===== src/isort_pkg.sv =====
// Shared types and defaults for the insertion sorter.
// No dependencies.
`default_nettype none

package isort_pkg;

    localparam int DEFAULT_CAPACITY   = 16;
    localparam int DEFAULT_DATA_WIDTH = 32;

    typedef struct packed {
        logic insert;
        logic pop;
    } isort_cmd_t;

    typedef struct packed {
        logic last_one;
        logic out_free;
    } isort_status_t;

endpackage

`default_nettype wire


===== src/isort_ctrl.sv =====
// Controller for the insertion sorter: load and drain phases.
// Depends on isort_pkg.
`default_nettype none

module isort_ctrl
    import isort_pkg::*;
(
    input  wire logic          clk,
    input  wire logic          rst_n,
    input  wire logic          s_tvalid,
    input  wire logic          s_tlast,
    output logic               s_tready,
    input  wire isort_status_t sts,
    output isort_cmd_t         cmd
);

    localparam logic ST_LOAD  = 1'b0;
    localparam logic ST_DRAIN = 1'b1;

    logic state_reg;
    logic state_next;

    always_comb
    begin
        s_tready   = (state_reg == ST_LOAD);
        cmd.insert = (state_reg == ST_LOAD) && s_tvalid;
        cmd.pop    = (state_reg == ST_DRAIN) && sts.out_free;
        state_next = state_reg;
        case (state_reg)
            ST_LOAD:
            begin
                if (s_tvalid && s_tlast)
                begin
                    state_next = ST_DRAIN;
                end
            end
            ST_DRAIN:
            begin
                if (cmd.pop && sts.last_one)
                begin
                    state_next = ST_LOAD;
                end
            end
            default:
            begin
                state_next = ST_LOAD;
            end
        endcase
    end

    always_ff @(posedge clk or negedge rst_n)
    begin
        if (!rst_n)
        begin
            state_reg <= ST_LOAD;
        end
        else
        begin
            state_reg <= state_next;
        end
    end

endmodule

`default_nettype wire


===== src/isort_datapath.sv =====
// Datapath: row of sorted cells with parallel compare/shift, count, output register.
// Depends on isort_pkg.
`default_nettype none

module isort_datapath
    import isort_pkg::*;
#(
    parameter int CAPACITY   = DEFAULT_CAPACITY,
    parameter int DATA_WIDTH = DEFAULT_DATA_WIDTH
)
(
    input  wire logic                  clk,
    input  wire logic                  rst_n,
    input  wire isort_cmd_t            cmd,
    output isort_status_t              sts,
    input  wire logic [DATA_WIDTH-1:0] in_value,
    input  wire logic                  m_tready,
    output logic                       m_tvalid,
    output logic [DATA_WIDTH-1:0]      out_value,
    output logic                       out_last,
    output logic                       out_drop
);

    localparam int CW = $clog2(CAPACITY + 1);

    logic signed [DATA_WIDTH-1:0] cells_reg [CAPACITY];
    logic signed [DATA_WIDTH-1:0] cells_next [CAPACITY];
    logic signed [DATA_WIDTH-1:0] val_below [CAPACITY];
    logic signed [DATA_WIDTH-1:0] val_above [CAPACITY];
    logic        [CAPACITY-1:0]   gt;
    logic        [CAPACITY-1:0]   gt_below;
    logic signed [DATA_WIDTH-1:0] new_value;

    logic [CW-1:0]         count_reg;
    logic [CW-1:0]         count_next;
    logic                  ovf_reg;
    logic                  ovf_next;
    logic                  out_valid_reg;
    logic                  out_valid_next;
    logic [DATA_WIDTH-1:0] out_value_reg;
    logic                  out_last_reg;
    logic                  out_drop_reg;
    logic                  full;
    logic                  do_insert;

    assign new_value = $signed(in_value);
    assign full      = (count_reg == CW'(CAPACITY));
    assign do_insert = cmd.insert && !full;

    assign sts.last_one = (count_reg == CW'(1));
    assign sts.out_free = !out_valid_reg || m_tready;

    for (genvar i = 0; i < CAPACITY; i++)
    begin : g_cell
        assign gt[i] = (CW'(i) < count_reg) && (cells_reg[i] > new_value);

        if (i == 0)
        begin : g_first
            assign gt_below[i]  = 1'b0;
            assign val_below[i] = new_value;
        end
        else
        begin : g_rest
            assign gt_below[i]  = gt[i-1];
            assign val_below[i] = cells_reg[i-1];
        end

        if (i == CAPACITY - 1)
        begin : g_top
            assign val_above[i] = cells_reg[i];
        end
        else
        begin : g_mid
            assign val_above[i] = cells_reg[i+1];
        end

        // held values above the new one move up; the new one lands at the boundary
        always_comb
        begin
            if (gt_below[i])
            begin
                cells_next[i] = val_below[i];
            end
            else if (gt[i] || (count_reg == CW'(i)))
            begin
                cells_next[i] = new_value;
            end
            else
            begin
                cells_next[i] = cells_reg[i];
            end
        end

        always_ff @(posedge clk)
        begin
            if (do_insert)
            begin
                cells_reg[i] <= cells_next[i];
            end
            else if (cmd.pop)
            begin
                cells_reg[i] <= val_above[i];
            end
        end
    end

    always_comb
    begin
        count_next     = count_reg;
        ovf_next       = ovf_reg;
        out_valid_next = out_valid_reg;
        if (cmd.insert)
        begin
            if (full)
            begin
                ovf_next = 1'b1;
            end
            else
            begin
                count_next = count_reg + CW'(1);
            end
        end
        if (cmd.pop)
        begin
            count_next     = count_reg - CW'(1);
            out_valid_next = 1'b1;
            if (sts.last_one)
            begin
                ovf_next = 1'b0;
            end
        end
        else if (m_tready)
        begin
            out_valid_next = 1'b0;
        end
    end

    always_ff @(posedge clk or negedge rst_n)
    begin
        if (!rst_n)
        begin
            count_reg     <= '0;
            ovf_reg       <= 1'b0;
            out_valid_reg <= 1'b0;
        end
        else
        begin
            count_reg     <= count_next;
            ovf_reg       <= ovf_next;
            out_valid_reg <= out_valid_next;
        end
    end

    always_ff @(posedge clk)
    begin
        if (cmd.pop)
        begin
            out_value_reg <= cells_reg[0];
            out_last_reg  <= sts.last_one;
            out_drop_reg  <= ovf_reg;
        end
    end

    assign m_tvalid  = out_valid_reg;
    assign out_value = out_value_reg;
    assign out_last  = out_last_reg;
    assign out_drop  = out_drop_reg;

endmodule

`default_nettype wire


===== src/insertion_sorter.sv =====
// Top level of the insertion sorter: controller plus cell datapath.
// Depends on isort_pkg, isort_ctrl, isort_datapath.
//
//   channel  | direction | tdata            | tlast      | tuser
//   ---------+-----------+------------------+------------+--------
//   s_axis   | in        | value            | is_final   | -
//   m_axis   | out       | sorted_value     | end_of_run | dropped
//
// Load: one beat per cycle, compared to all cells in parallel, inserted unless full.
// Drain: after the final beat, one result per cycle from the bottom cell while the
// output register is free; no input is taken until the last result is registered.
// Output register decouples m_tready stalls; reset empties the store, no clearing pass.
`default_nettype none

module insertion_sorter
    import isort_pkg::*;
#(
    parameter int CAPACITY   = DEFAULT_CAPACITY,
    parameter int DATA_WIDTH = DEFAULT_DATA_WIDTH,
    localparam int TDATA_W   = ((DATA_WIDTH + 7) / 8) * 8
)
(
    input  wire logic               clk,
    input  wire logic               rst_n,
    input  wire logic               s_tvalid,
    output logic                    s_tready,
    input  wire logic [TDATA_W-1:0] s_tdata,   // [DATA_WIDTH-1:0] value
    input  wire logic               s_tlast,
    output logic                    m_tvalid,
    input  wire logic               m_tready,
    output logic [TDATA_W-1:0]      m_tdata,   // [DATA_WIDTH-1:0] sorted_value
    output logic                    m_tlast,
    output logic                    m_tuser    // [0] dropped
);

    isort_cmd_t            cmd;
    isort_status_t         sts;
    logic [DATA_WIDTH-1:0] out_value;

    isort_ctrl u_ctrl (
        .clk      (clk),
        .rst_n    (rst_n),
        .s_tvalid (s_tvalid),
        .s_tlast  (s_tlast),
        .s_tready (s_tready),
        .sts      (sts),
        .cmd      (cmd)
    );

    isort_datapath #(
        .CAPACITY   (CAPACITY),
        .DATA_WIDTH (DATA_WIDTH)
    ) u_dp (
        .clk       (clk),
        .rst_n     (rst_n),
        .cmd       (cmd),
        .sts       (sts),
        .in_value  (s_tdata[DATA_WIDTH-1:0]),
        .m_tready  (m_tready),
        .m_tvalid  (m_tvalid),
        .out_value (out_value),
        .out_last  (m_tlast),
        .out_drop  (m_tuser)
    );

    assign m_tdata = TDATA_W'(out_value);

endmodule

`default_nettype wire


===== config.mk =====
export PLATFORM = sky130hd
export DESIGN_NAME = insertion_sorter
export DESIGN_NICKNAME = d
export VERILOG_FILES = /design/src/isort_pkg.sv /design/src/isort_ctrl.sv /design/src/isort_datapath.sv /design/src/insertion_sorter.sv
export SDC_FILE = /design/constraint.sdc
export NUM_CORES = 2
export LEC_CHECK = 0
export ABC_AREA = 1
export BUFFER_PORTS_ARGS = -buffer_cell sky130_fd_sc_hd__buf_2
export CAP_MARGIN = 20
export CORE_UTILIZATION = 45
export DETAILED_ROUTE_END_ITERATION = 16
export GPL_TIMING_DRIVEN = 0
export MAX_ROUTING_LAYER = met4
export PLACE_DENSITY_LB_ADDON = 0.3
export RECOVER_POWER = 25
export SYNTH_ARGS = -nofsm -noshare
export SYNTH_HDL_FRONTEND = slang
export SYNTH_SLANG_ARGS = --single-unit

===== constraint.sdc =====
create_clock -name clk -period 5.17 [get_ports clk]
set_input_delay 0.517 -clock clk [delete_from_list [all_inputs] [get_ports clk]]
set_output_delay 0.517 -clock clk [all_outputs]
set_load 0.02 [all_outputs]

---- After elaboration in Yosys (flattened, before gate mapping) ----
Memories as Yosys holds them, arrays and structs flattened.
Index checks and enable logic that the tools add are counted.
Widths: inputs -> output; s select.
storage, ports and cells
  register bits ........................... 42
  latch bits .............................. 0
  memory bits (writable) .................. 512
  memory bits (read-only) ................. 0
  word-level logic and storage cells ...... 184
  memories ................................ 1
operators by class
  add/sub/neg operators ................... 2
  multiply operators ...................... 0
  divide/modulo/power cells ............... 0
  magnitude comparators ................... 32
  eq/ne operators ......................... 17
  shifts and indexed selects .............. 0
  multiplexer cells ....................... 64
  bitwise logic cells ..................... 17
  reductions and logical operators ........ 44
memory list
  name            words  width  read ports  clocked after memory_dff  wr ports  RTL line              source
  u_dp.cells_reg  16     32     16          0                         16        isort_datapath.sv:26  logic signed [DATA_WIDTH-1:0] cells_reg [CAPACITY];
operators with widths
  kind                 count
  $mux 32              47
  $gt 32x32->1         16
  $eq 5x4->1 const B   8
  $lt 4x5->1 const A   8
  $logic_and 1x1->1    21
  $eq 5x3->1 const B   4
  $lt 3x5->1 const A   4
  $logic_or 1x1->1     17
  $or 1x1->1           16
  $mux 5               3
  $mux 1               13
  $eq 5x2->1 const B   2
  $lt 1x5->1 const A   2
  $lt 2x5->1 const A   2
  $add 5x1->5 const B  1
  $eq 5x1->1 const B   1
  $eq 5x5->1 const B   1
  $logic_not 5->1      1
  $sub 5x1->5 const B  1
  $reduce_bool 2->1    2
  $logic_not 1->1      2
  $ne 2x2->1 const B   1
  $pmux 1 s2           1
  $reduce_and 2->1     1
  $not 1->1            1

---- Depth between registers and ports, before layout ----
  word-level depth ........................ 7
  mapped depth ............................ 20
  depth with buffers taken out ............ 19

---- Hierarchy ----
From an unflattened synthesis, not the netlist that was laid out.
second synthesis, totals
  cells, all modules ...................... 5578
  area total of the unflattened synthesis .. 42786.0 um^2
modules (own cells, without submodules)
  module          times used  cells an instance  area each (um^2)
  isort_datapath  1           5568               42721.0
  isort_ctrl      1           10                 65.1

---- Least setup slack after synthesis ----
OpenSTA, ideal clock, no wires.
  path kind ............................... input -> register
  from .................................... in s_tdata[31]
  to ...................................... mem u_dp.cells_reg[0][0] in the netlist's numbering (enable)
  setup time .............................. 0.441 ns
  arrival time ............................ 4.270 ns
  required time ........................... 4.729 ns
  slack ................................... 0.459 ns
  stages .................................. 13
  buffers on the path ..................... 2
  cell sequence ........................... inv_1 > clkbuf_1 > ha_1 > nand2_1 > nor4_2 > and2_1 > nand2_1 > nand2_1 > nand2_1 > nand2_2 > nand2_4 > buf_6 > a31oi_1
RTL lines
  element          RTL line                source
  start, declared  insertion_sorter.sv:27  input wire logic [TDATA_W-1:0] s_tdata,
  end, declared    isort_datapath.sv:26

==> impl_metrics.ini <==
[setup_path]
path_max_fanout = 22
critPathLaunchType = input pin
critPathRequiredTime_ns = 5.51
worst_path_most_repeated_cell = nand2_1
slowest_delay_ns = 0.93
worstSetupPathType = input pin to flip-flop
cp-end-kind = flip-flop
cp.arrival_ns = 5.13
path_cells = buf_2 -> inv_1 -> clkbuf_1 -> buf_12 -> ha_1 -> nand2_1 -> nor2_1 -> nand2_1 -> nor4_2 -> nand2_1 -> nand3_2 -> nand3_4 -> buf_4 -> nand3_1 -> nand2_1 -> inv_1 -> buf_16
r2r_setup_slack_ns = 0.55
slowest_stage = clkbuf_1

[cts]
cts_resized = 0
cts.path.max_buffers = 3
path_clk_slew_ns = 0.06
clk_latency_ns = 0.65
clock-root-buffer = clkbuf_16
cts-buffers-inserted = 67
cts_tree = yes
clkSinkCount = 554
htreeDepth = 3

[global_route]
grt_overflow_total = 0
antenna_found_initial = 0
grt_pass1_vias = 39500
grt_pass1_wl_mm = 239
grt_max_degree = 36
track_usage_pct = 33.9

[drt]
routed_via_density = 5.90
wl_per_cell_um = 23.2
drc = 0
met1_length_mm = 62.6
wl_met3_mm = 16.7
vias = 41900
final_antenna_net_count = 0
wirelength_mm = 165
top_layer = met4
drt_first_pass_iters = 6
drt_iter0_markers = 5274
wl_met2_mm = 74.4

[cells_and_area]
layout-drive-gt1-share_pct = 6.24
syn_to_final_growth_pct = 11.6
largest_register_ffs = 512
post-route-util_pct = 50.8
nets = 6338
stdcell_count = 7104

[floorplanning]
chipHeight_um = 312
io_pins = 73
die_area_mm2 = 0.0973
placementRows = 113
coreArea_mm2 = 0.0950
die_x_um = 312
start_util_pct = 45.5

[logic_synthesis]
synth.top_cell.area_share_pct = 37.9
ys_top_cells_by_area = edfxtp_1 (38%), nand2_1 (17%), ha_1 (15%)
synth_seq_cells = 554
synth_edf_count = 546
synth_area_mm2 = 0.0432
synth_common_cells = nand2_1 (1922), inv_1 (615), edfxtp_1 (546), ha_1 (517), nand3_1 (505)
syn_nets = 6150
synthCells = 5596
yosysSeqAreaShare_pct = 38.4
synth.largest_area_cell = edfxtp_1
yosysWarnings = 0
synthDistinctLibCells = 43
synthMostInstantiatedCell = nand2_1
synthFlopType = edfxtp_1
avgSynthCellArea_um2 = 7.72
async_reset_ff_share_pct = 1.44

[power]
p_per_area_mw_per_mm2 = 763
power.total_w = 0.0368
power.leakage_nw = 23.4
cellInternalPower_w = 0.0182
vdd_ir_drop_max_v = 0.000352
p_sw_share_pct = 50.4
p_comb_share_pct = 56.1
power.switching_w = 0.0186
seqPwrFrac_pct = 31.2
clockPowerShare_pct = 12.7

[place]
pre_cts_slack_ns = 0.255
routabilityCongestion = 0.996
place_inst = 6979
portBuffers = 72
hpwl_mm = 131

[hold_path]
holdCritPathClass = input pin to flip-flop

[sta]
hold_slack_ns = 0.0968
fmax_mhz = 208
slew_violations = 36
hold_viol_final = 0
max-slew-margin-rel_pct = -36.1
max_slew.worst_pin.slew_ns = 2.04
rsz0062_at_grt = no
setup_viol = 0
timing.final.ws_setup_ns = 0.374
period_share_pct = 92.8
finClkSkew_ns = 0.0388
period_needed_ns = 4.80

[run]
cap_violations = 1

[outcome]
status = finished, violations left
violations = capacitance limit, slew limit
-- worst paths after layout --
kind                                           to            startpoint  cells after the start
max reg2reg                     u_dp.out_value[3]         u_dp.m_tvalid                      6
max                        u_dp.cells_reg[12][25]           s_tdata[27]                     17
min reg2reg                     u_dp.out_value[0]  u_dp.cells_reg[0][0]                      0
min                              u_ctrl.state_reg               s_tlast                      3
max in group asynchronous            u_dp.ovf_reg                 rst_n                      2
min in group asynchronous       u_dp.count_reg[1]                 rst_n                      2
-- cells in the final DEF (no fill, tap or decap), types with 17 or more instances in the layout --
cell type     n
clkbuf_16    69
buf_2       109
o21ai_0      97
buf_4        21
nand2_1    1925
inv_1       616
buf_1        33
buf_16       30
nand3_1     513
a21oi_1     296
clkbuf_2     30
nor2_1      177
o21a_1       36
nand4_1     445
clkbuf_1    199
edfxtp_1    546
ha_1        517
nor3_1       17
-- per-stage QoR --
| step | setup TNS (ns) | instance area [µm²] |
|---|---|---|
| floorplan | 0 | 43200 |
| global placement | -706.40 | 45200 |
| finish | 0 | 48300 |
| CTS | 0 | 48500 |
| global route | 0 | 48200 |
| detailed placement | 0 | 46400 |
-- kinds of logic (layout without fill, tap and decap cells) --
group                    count (synthesis)  count (layout)  share of synthesized area, %
AO/OA/AOI/OAI                          452             452                          5.59
XOR/XNOR                                 4               4                        0.0810
adder cells (fa/ha/maj)                517             517                          15.0
buffers and inverters                  939            1177                          8.82
flip-flops                             554             554                          38.4
other                                    0               5                             0
AND/OR/NAND/NOR                       3130            3130                          32.1
-- final cells by class --
class	count	area, µm²
plain buffers	317	1450
fillers	9244	46800
repair buffers	119	1440
flip-flops and latches	554	16600
diodes	5	12.5
well taps	1265	1580
clock inverters	37	258
clock buffers	82	1820
multi-input cells	4103	22800
inverters	622	2340
-- worst max-delay path: cells and delay by family --
family / cells / cell delay, ns
adders and majority gates: 1 / 0.18
buffers and inverters: 7 / 2.81
and+or+nand+nor: 9 / 1.56
-- repair_timing --
item	CTS	global route
buffers inserted	0	0
hold buffers	1	0
endpoints found under the hold margin	8	0
-- routing by layer --
| metal | vias up | GRT usage (%) |
|---|---|---|
| met5 | - | - |
| li1 | 19400 | - |
| met4 | 0 | 19.4 |
| met3 | 591 | 7.06 |
| met2 | 2334 | 52.8 |
| met1 | 19500 | 40.6 |
-- power groups by stage --
stage,sequential (W),combinational [W],clock (W)
2_1_floorplan,0.0104,0.0141,0
3_3_place_gp,0.0115,0.0191,0
3_5_place_dp,0.0114,0.0202,0
4_1_cts,0.0113,0.0203,0.00469
5_1_grt,0.0116,0.0228,0.00482
6_report,0.0115,0.0206,0.00469
Power figures use the tool's default switching activity.
